File: src/rtl/rgbc_pkg.sv
// shared types and constants of the rgbc to hsl converter
// no dependencies; imported by the converter, its divider and its checker
`default_nettype none

package rgbc_pkg;

  // depth of the valid and zero-clear pipelines
  localparam int LATENCY     = 19;
  // quotient bits of every divider (covers 0..100)
  localparam int DIV_Q       = 7;

  localparam logic [6:0] PCT_FULL    = 7'd100;
  localparam logic [6:0] NORM_LIMIT  = 7'd101;
  localparam logic [6:0] HALF_LIGHT  = 7'd50;
  localparam logic [7:0] SUM_FULL    = 8'd200;
  localparam logic [5:0] HUE_SECTOR  = 6'd60;
  localparam logic [8:0] HUE_RED     = 9'd0;
  localparam logic [8:0] HUE_GREEN   = 9'd120;
  localparam logic [8:0] HUE_BLUE    = 9'd240;
  localparam logic [8:0] HUE_WRAP    = 9'd360;

  // side information carried alongside the hue and saturation dividers
  typedef struct packed {
    logic       gray;     // max equals min
    logic       neg;      // hue term is subtracted from base
    logic [8:0] base;     // hue sector base in degrees
    logic [6:0] light;    // lightness percent
  } hue_side_t;

endpackage

`default_nettype wire

File: src/rtl/rgbc_to_hsl_converter.sv
// top level of the rgbc to hsl converter
// uses rgbc_pkg and rgbc_div
//
// usage:
//   a transaction enters when start is high and busy is low; busy is never
//   raised, so one transaction may enter in every cycle
//   clear_count, red_count, green_count and blue_count are sampled then
//   hue, saturation, lightness and zero_clear appear for exactly one cycle
//   with done high, in entry order
//   throughput is one transaction per cycle; the pipeline is made of two chains
//   of seven single-bit divider stages (color normalization, then hue and
//   saturation) plus five register stages around them
//   a zero clear count raises zero_clear and gives zero hue, saturation
//   and lightness
//   reset clears the valid pipeline, so nothing in flight is delivered
//   the receiver cannot stall; results are not held past their cycle
`default_nettype none

module rgbc_to_hsl_converter
  import rgbc_pkg::*;
#(
  parameter int COUNT_BITS = 16
) (
  input  logic                  clk,
  input  logic                  rst,
  input  logic                  start,
  output logic                  busy,
  input  logic [COUNT_BITS-1:0] clear_count,
  input  logic [COUNT_BITS-1:0] red_count,
  input  logic [COUNT_BITS-1:0] green_count,
  input  logic [COUNT_BITS-1:0] blue_count,
  output logic                  done,
  output logic [8:0]            hue,
  output logic [6:0]            saturation,
  output logic [6:0]            lightness,
  output logic                  zero_clear
);

  localparam int PW = COUNT_BITS + 7;

  logic [LATENCY-1:0]    vld;
  logic [LATENCY-1:0]    zc;
  logic [COUNT_BITS-1:0] c0, r0, g0, b0;
  logic [PW-1:0]         pr1, pg1, pb1, lim1;
  logic [COUNT_BITS-1:0] c1;
  logic [2:0]            sat_sr [DIV_Q];
  logic [DIV_Q-1:0]      qr, qg, qb;
  logic [6:0]            r9, g9, b9;
  logic [12:0]           hnum_next, hnum;
  logic [6:0]            hden_next, hden;
  logic [13:0]           snum_next, snum;
  logic [7:0]            sden_next, sden;
  hue_side_t             side_next, side;
  hue_side_t             side_sr [DIV_Q];
  logic [DIV_Q-1:0]      hq, sq;
  logic [8:0]            hue_next;
  logic [6:0]            sat_next, light_next;

  assign busy = 1'b0;
  assign done = vld[LATENCY-1];

  // valid and zero-clear flags travel with the data
  always_ff @(posedge clk) begin
    if (rst) begin
      vld <= '0;
    end else begin
      vld <= {vld[LATENCY-2:0], start & ~busy};
    end
  end

  always_ff @(posedge clk) begin
    zc <= {zc[LATENCY-2:0], clear_count == '0};
  end

  // input capture, then percentage numerators and saturation limit
  always_ff @(posedge clk) begin
    c0   <= clear_count;
    r0   <= red_count;
    g0   <= green_count;
    b0   <= blue_count;
    pr1  <= PW'(r0) * PW'(PCT_FULL);
    pg1  <= PW'(g0) * PW'(PCT_FULL);
    pb1  <= PW'(b0) * PW'(PCT_FULL);
    lim1 <= PW'(c0) * PW'(NORM_LIMIT);
    c1   <= c0;
  end

  // saturation flags wait for the normalization quotients
  always_ff @(posedge clk) begin
    sat_sr[0] <= {pr1 >= lim1, pg1 >= lim1, pb1 >= lim1};
    for (int k = 1; k < DIV_Q; k++) begin
      sat_sr[k] <= sat_sr[k-1];
    end
  end

  rgbc_div #(.NW(PW), .DW(COUNT_BITS), .QW(DIV_Q)) u_div_r (
    .clk(clk), .num(pr1), .den(c1), .quo(qr)
  );
  rgbc_div #(.NW(PW), .DW(COUNT_BITS), .QW(DIV_Q)) u_div_g (
    .clk(clk), .num(pg1), .den(c1), .quo(qg)
  );
  rgbc_div #(.NW(PW), .DW(COUNT_BITS), .QW(DIV_Q)) u_div_b (
    .clk(clk), .num(pb1), .den(c1), .quo(qb)
  );

  // clamped color percentages
  always_ff @(posedge clk) begin
    r9 <= sat_sr[DIV_Q-1][2] ? PCT_FULL : qr;
    g9 <= sat_sr[DIV_Q-1][1] ? PCT_FULL : qg;
    b9 <= sat_sr[DIV_Q-1][0] ? PCT_FULL : qb;
  end

  // max, min, lightness and divider operands for hue and saturation
  always_comb begin
    logic [6:0] mx, mn, dif, ta, tb, mag;
    logic [7:0] sum;
    mx = r9;
    if (g9 > mx) mx = g9;
    if (b9 > mx) mx = b9;
    mn = r9;
    if (g9 < mn) mn = g9;
    if (b9 < mn) mn = b9;
    dif = mx - mn;
    sum = {1'b0, mx} + {1'b0, mn};
    side_next.light = sum[7:1];
    side_next.gray  = (dif == '0);
    if (mx == r9) begin
      ta = g9;
      tb = b9;
      side_next.base = (g9 >= b9) ? HUE_RED : HUE_WRAP;
    end else if (mx == g9) begin
      ta = b9;
      tb = r9;
      side_next.base = HUE_GREEN;
    end else begin
      ta = r9;
      tb = g9;
      side_next.base = HUE_BLUE;
    end
    side_next.neg = (ta < tb);
    mag = side_next.neg ? (tb - ta) : (ta - tb);
    hnum_next = 13'(mag) * 13'(HUE_SECTOR);
    hden_next = side_next.gray ? 7'd1 : dif;
    snum_next = 14'(dif) * 14'(PCT_FULL);
    if (side_next.gray) begin
      sden_next = 8'd1;
    end else if (side_next.light <= HALF_LIGHT) begin
      sden_next = sum;
    end else begin
      sden_next = SUM_FULL - sum;
    end
  end

  always_ff @(posedge clk) begin
    hnum <= hnum_next;
    hden <= hden_next;
    snum <= snum_next;
    sden <= sden_next;
    side <= side_next;
  end

  // side information waits for the hue and saturation quotients
  always_ff @(posedge clk) begin
    side_sr[0] <= side;
    for (int k = 1; k < DIV_Q; k++) begin
      side_sr[k] <= side_sr[k-1];
    end
  end

  rgbc_div #(.NW(13), .DW(7), .QW(DIV_Q)) u_div_hue (
    .clk(clk), .num(hnum), .den(hden), .quo(hq)
  );
  rgbc_div #(.NW(14), .DW(8), .QW(DIV_Q)) u_div_sat (
    .clk(clk), .num(snum), .den(sden), .quo(sq)
  );

  // final selection of the result fields
  always_comb begin
    hue_next   = side_sr[DIV_Q-1].neg ? side_sr[DIV_Q-1].base - 9'(hq)
                                      : side_sr[DIV_Q-1].base + 9'(hq);
    sat_next   = sq;
    light_next = side_sr[DIV_Q-1].light;
    if (side_sr[DIV_Q-1].gray) begin
      hue_next = '0;
      sat_next = '0;
    end
    if (zc[LATENCY-2]) begin
      hue_next   = '0;
      sat_next   = '0;
      light_next = '0;
    end
  end

  always_ff @(posedge clk) begin
    hue        <= hue_next;
    saturation <= sat_next;
    lightness  <= light_next;
    zero_clear <= zc[LATENCY-2];
  end

endmodule

`default_nettype wire

File: src/rtl/rgbc_div.sv
// pipelined restoring divider, one quotient bit per stage
// uses rgbc_pkg; requires num < den * 2**QW
`default_nettype none

module rgbc_div
  import rgbc_pkg::*;
#(
  parameter int NW = 23,
  parameter int DW = 16,
  parameter int QW = 7
) (
  input  logic          clk,
  input  logic [NW-1:0] num,
  input  logic [DW-1:0] den,
  output logic [QW-1:0] quo
);

  localparam int W = (NW > DW + QW) ? NW : DW + QW;

  logic [W-1:0]  rem_in  [QW];
  logic [DW-1:0] den_in  [QW];
  logic [QW-1:0] quo_in  [QW];
  logic [W-1:0]  rem_next[QW];
  logic [QW-1:0] quo_next[QW];
  logic [W-1:0]  rem     [QW];
  logic [DW-1:0] dens    [QW];
  logic [QW-1:0] quos    [QW];

  // stage inputs come from the ports or the previous stage
  always_comb begin
    rem_in[0] = W'(num);
    den_in[0] = den;
    quo_in[0] = '0;
    for (int k = 1; k < QW; k++) begin
      rem_in[k] = rem[k-1];
      den_in[k] = dens[k-1];
      quo_in[k] = quos[k-1];
    end
  end

  // one trial subtraction per stage, most significant bit first
  always_comb begin
    for (int k = 0; k < QW; k++) begin
      quo_next[k] = quo_in[k];
      rem_next[k] = rem_in[k];
      if (rem_in[k] >= (W'(den_in[k]) << (QW - 1 - k))) begin
        rem_next[k] = rem_in[k] - (W'(den_in[k]) << (QW - 1 - k));
        quo_next[k][QW-1-k] = 1'b1;
      end
    end
  end

  always_ff @(posedge clk) begin
    for (int k = 0; k < QW; k++) begin
      rem[k]  <= rem_next[k];
      dens[k] <= den_in[k];
      quos[k] <= quo_next[k];
    end
  end

  assign quo = quos[QW-1];

endmodule

`default_nettype wire

File: config.mk
export PLATFORM = sky130hd
export DESIGN_NAME = rgbc_to_hsl_converter
export DESIGN_NICKNAME = d
export VERILOG_FILES = /design/src/rtl/rgbc_pkg.sv /design/src/rtl/rgbc_to_hsl_converter.sv /design/src/rtl/rgbc_div.sv
export SDC_FILE = /design/constraint.sdc
export NUM_CORES = 2
export LEC_CHECK = 0
export BUFFER_PORTS_ARGS = -buffer_cell sky130_fd_sc_hd__buf_4
export CAP_MARGIN = 40
export CORE_MARGIN = 3
export CORE_UTILIZATION = 40
export DETAILED_ROUTE_END_ITERATION = 7
export PLACE_DENSITY = 0.65
export SLEW_MARGIN = 5
export SYNTH_ARGS = -nofsm -noshare
export SYNTH_HDL_FRONTEND = slang
export SYNTH_SLANG_ARGS = --single-unit
File: constraint.sdc
create_clock -name clk -period 19.6 [get_ports clk]
set_input_delay 2.94 -clock clk [delete_from_list [all_inputs] [get_ports clk]]
set_output_delay 2.94 -clock clk [all_outputs]
set_load 0.01 [all_outputs]
==> results.json <==
{
  "fillCellCount": 14576,
  "synth_xor_area_frac": 0.0620,
  "reg2reg_slack_ns": 9.72,
  "seqCellArea_mm2": 0.0254,
  "async_flop_share": 0,
  "finalClockSkew_ns": 0.0604,
  "ys_seq_area_frac": 0.403,
  "ys_ff_latch": 1269,
  "hold_buffers": 0,
  "cts_tree": "built",
  "vias_per_cell": 5.00,
  "synth_edf_count": 0,
  "clock-root-buffer": "clkbuf_16",
  "globalRouteTotalUtil": 0.175,
  "hold_slack_ns": 0.269,
  "synthMuxAreaShare": 0.0245,
  "critPathKind": "flop to flop",
  "syn_to_final_growth_pct": 13.2,
  "htreeDepth": 4,
  "clockBufferDepth": 3,
  "min_period_ns": 9.88,
  "period_share": 0.504,
  "first_pass_iters": 7,
  "tns_ns": 0,
  "synth-adder-area-share": 0.196,
  "rsz0062_at_grt": "false",
  "io-pin-count": 93,
  "tightest_slew_ns": 0.925,
  "fp.dieW_um": 403,
  "synth_top_family_by_area": "adder cells",
  "crit_path_start_kind": "flop",
  "crit_path_max_incr_delay_ns": 0.56,
  "cp-end-kind": "flop",
  "io_buffers": 91,
  "yosys.cell_types.count": 87,
  "num_vias": 44693,
  "hp-class": "flop to flop",
  "synth.cell_area_mm2": 0.0630,
  "dieArea_mm2": 0.162,
  "crit_required_ns": 20.24,
  "clkTransAtPathRegs_ns": 0.06,
  "numCtsBuffers": 138,
  "place_congestion": 0.879,
  "hpwl_mm": 115,
  "grt_first_pass_wirelength_mm": 231,
  "wl_per_cell_um": 16.1,
  "grt_antenna_before_repair": 5,
  "hp-start": "u_div_g.quos[5][2]",
  "finalMaxSlewViolations": 0,
  "critical_path.max_fanout": 44,
  "std_cell_rows": 144,
  "synth_top_area_cell": "dfxtp_1",
  "ys_top_cells_by_area": "dfxtp_1, ha_1, inv_1, xnor2_1, a21oi_1",
  "antenna_left": 0,
  "cts.sinks": 1269,
  "crit_path_frequent_cell": "a21oi_1",
  "die_h_um": 403,
  "setup_viol": 0,
  "synth_compound_area_frac": 0.143,
  "r2r_start": "r9[5]",
  "wl_mm": 144,
  "hold_depth": 0,
  "clk-insertion-delay-late_ns": 0.79,
  "postCtsSetupRepairBufs": 0,
  "grt_pass1_vias": 44035,
  "coreArea_mm2": 0.155,
  "initial_core_util": 0.405,
  "grt_max_degree": 45,
  "synth_warnings": 0,
  "drv_cap": 0,
  "outcome": "completed",
  "arrival_ns": 10.53,
  "fin_nets": 7781,
  "drt_iter0_drc": 3110,
  "cp_slowest_cell": "or4_4",
  "max_slew_margin": 0.377,
  "timing_hold_violations_final": 0,
  "yosysTopAreaCellShare": 0.403,
  "drcViolationCount": 0,
  "synth_simple_gate_area_frac": 0.121,
  "avgSynthCellArea_um2": 9.51,
  "drive_gt1_frac": 0.0752,
  "reg2reg_depth": 39,
  "synth_nets": 7618,
  "overflow": 0,
  "synth_ff_type": "dfxtp_1",
  "min_to": "u_div_g.quos[6][2]",
  "multi_input_area_mm2": 0.0345,
  "crit-reg2reg-capture": "hnum[12]",
  "syn-instance-count": 6625,
  "clock.fmax_mhz": 101,
  "ctsResizeCount": 0
}
## cell usage in the layout, fill, tap and decap left out, types with 42 or more instances in the layout
cell and instances:
xor2_1 170, nor2_1 410, nand4_1 63, o31ai_1 52
nor4_1 59, clkbuf_16 138, nand2_1 419, xnor2_1 276
o21ai_0 379, a21o_1 163, ha_1 828, nand2b_1 71
dfxtp_1 1269, a21boi_0 57, or3_1 47, nor3_1 118
buf_4 106, o21bai_1 42, nand3_1 97, o21a_1 101
inv_1 742, nor2b_1 129, mux2i_1 47, fa_1 98
a21oi_1 405, mux2_2 95
## worst max-delay path by stage
stage,endpoint,cells after the start,start,slack [ns]
after floorplan,hnum[12],37,r9[5],11.09
after global placement,hnum[12],36,r9[5],9.65
after detailed placement,hnum[12],39,r9[5],9.74
after CTS,hnum[12],39,r9[5],9.72
after global routing,hnum[12],38,r9[5],8.95
final,hnum[12],39,r9[5],9.72
## Yosys cell counts (25+ instances only)
library cell / n
o21ai_0: 381
xnor2_1: 276
or2_2: 26
clkbuf_1: 70
a211oi_1: 37
and2_1: 25
mux2i_1: 47
nand4_1: 63
nor2_1: 411
nand2_1: 419
o31ai_1: 52
and3_1: 29
nor4_1: 59
dfxtp_1: 1269
nor2b_1: 130
or3_1: 47
a21oi_1: 406
o21bai_1: 42
a21boi_0: 57
a21o_1: 163
nand2b_1: 71
o21a_1: 101
mux2_2: 95
ha_1: 828
fa_1: 98
nor3_1: 119
inv_1: 742
xor2_1: 170
nand3_1: 97
a31oi_1: 30
## metrics by stage
step	cells	setup slack, ns	utilization	instance area, um2
floorplan	6625	11.09	-	63000
global placement	8680	9.65	0.425	66000
detailed placement	8692	9.74	0.426	66200
CTS	8944	9.72	0.459	71300
global route	8944	8.95	0.459	71300
finish	8945	9.72	0.459	71300
## final cells by class
type / count / area share
Antenna cell: 1 / 0.0000351
Clock buffer: 175 / 0.0535
Clock inverter: 77 / 0.0181
Inverter: 744 / 0.0392
Multi-Input combinational cell: 4517 / 0.483
Sequential cell: 1269 / 0.356
Tap cell: 2044 / 0.0359
Timing Repair Buffer: 118 / 0.0135
## sequential cells by signal (all words and copies together) (netlist names), 21 cells and up
signal / count
u_div_hue.rem: 73
u_div_b.quos: 28
lim1: 21
u_div_r.quos: 28
u_div_sat.quos: 28
pg1: 21
pb1: 21
u_div_sat.dens: 45
u_div_b.dens: 32
u_div_g.rem: 127
u_div_sat.rem: 79
u_div_hue.dens: 39
side_sr: 98
u_div_r.rem: 127
pr1: 21
u_div_g.quos: 28
sat_sr: 21
u_div_b.rem: 127
u_div_g.dens: 64
u_div_hue.quos: 28
## metal layers
layer	part of all wire	wire length, um	track usage	vias up
met5	0	0	0	-
met4	0.042	6080	0.0743	0
met3	0.035	5090	0.0239	273
met2	0.44	63100	0.284	826
met1	0.48	69500	0.234	20470
li1	-	-	-	23124
## worst max-delay path: cells and delay by family, from the launching register on
family          cells  cell delay [ns]
buf+inv             6             1.36
flops               1             0.36
xor+xnor            2             0.54
mux                 2             0.57
fa+ha+maj           6             2.23
simple gates        6             1.21
compound gates     17             3.47
## cell families (layout without fill, tap and decap cells)
group | Yosys count | count (layout)
and+or+nand+nor | 1569 | 1569
adders and majority gates | 926 | 926
other | 1 | 2
AOI/OAI and AO/OA | 1433 | 1433
DFF | 1269 | 1269
xor gates and xnor gates | 446 | 446
muxes | 142 | 142
buffers and inverters | 839 | 1114
Power is not shown: default switching activity piles up to over one toggle a cycle in this logic, so the estimate is an artifact.
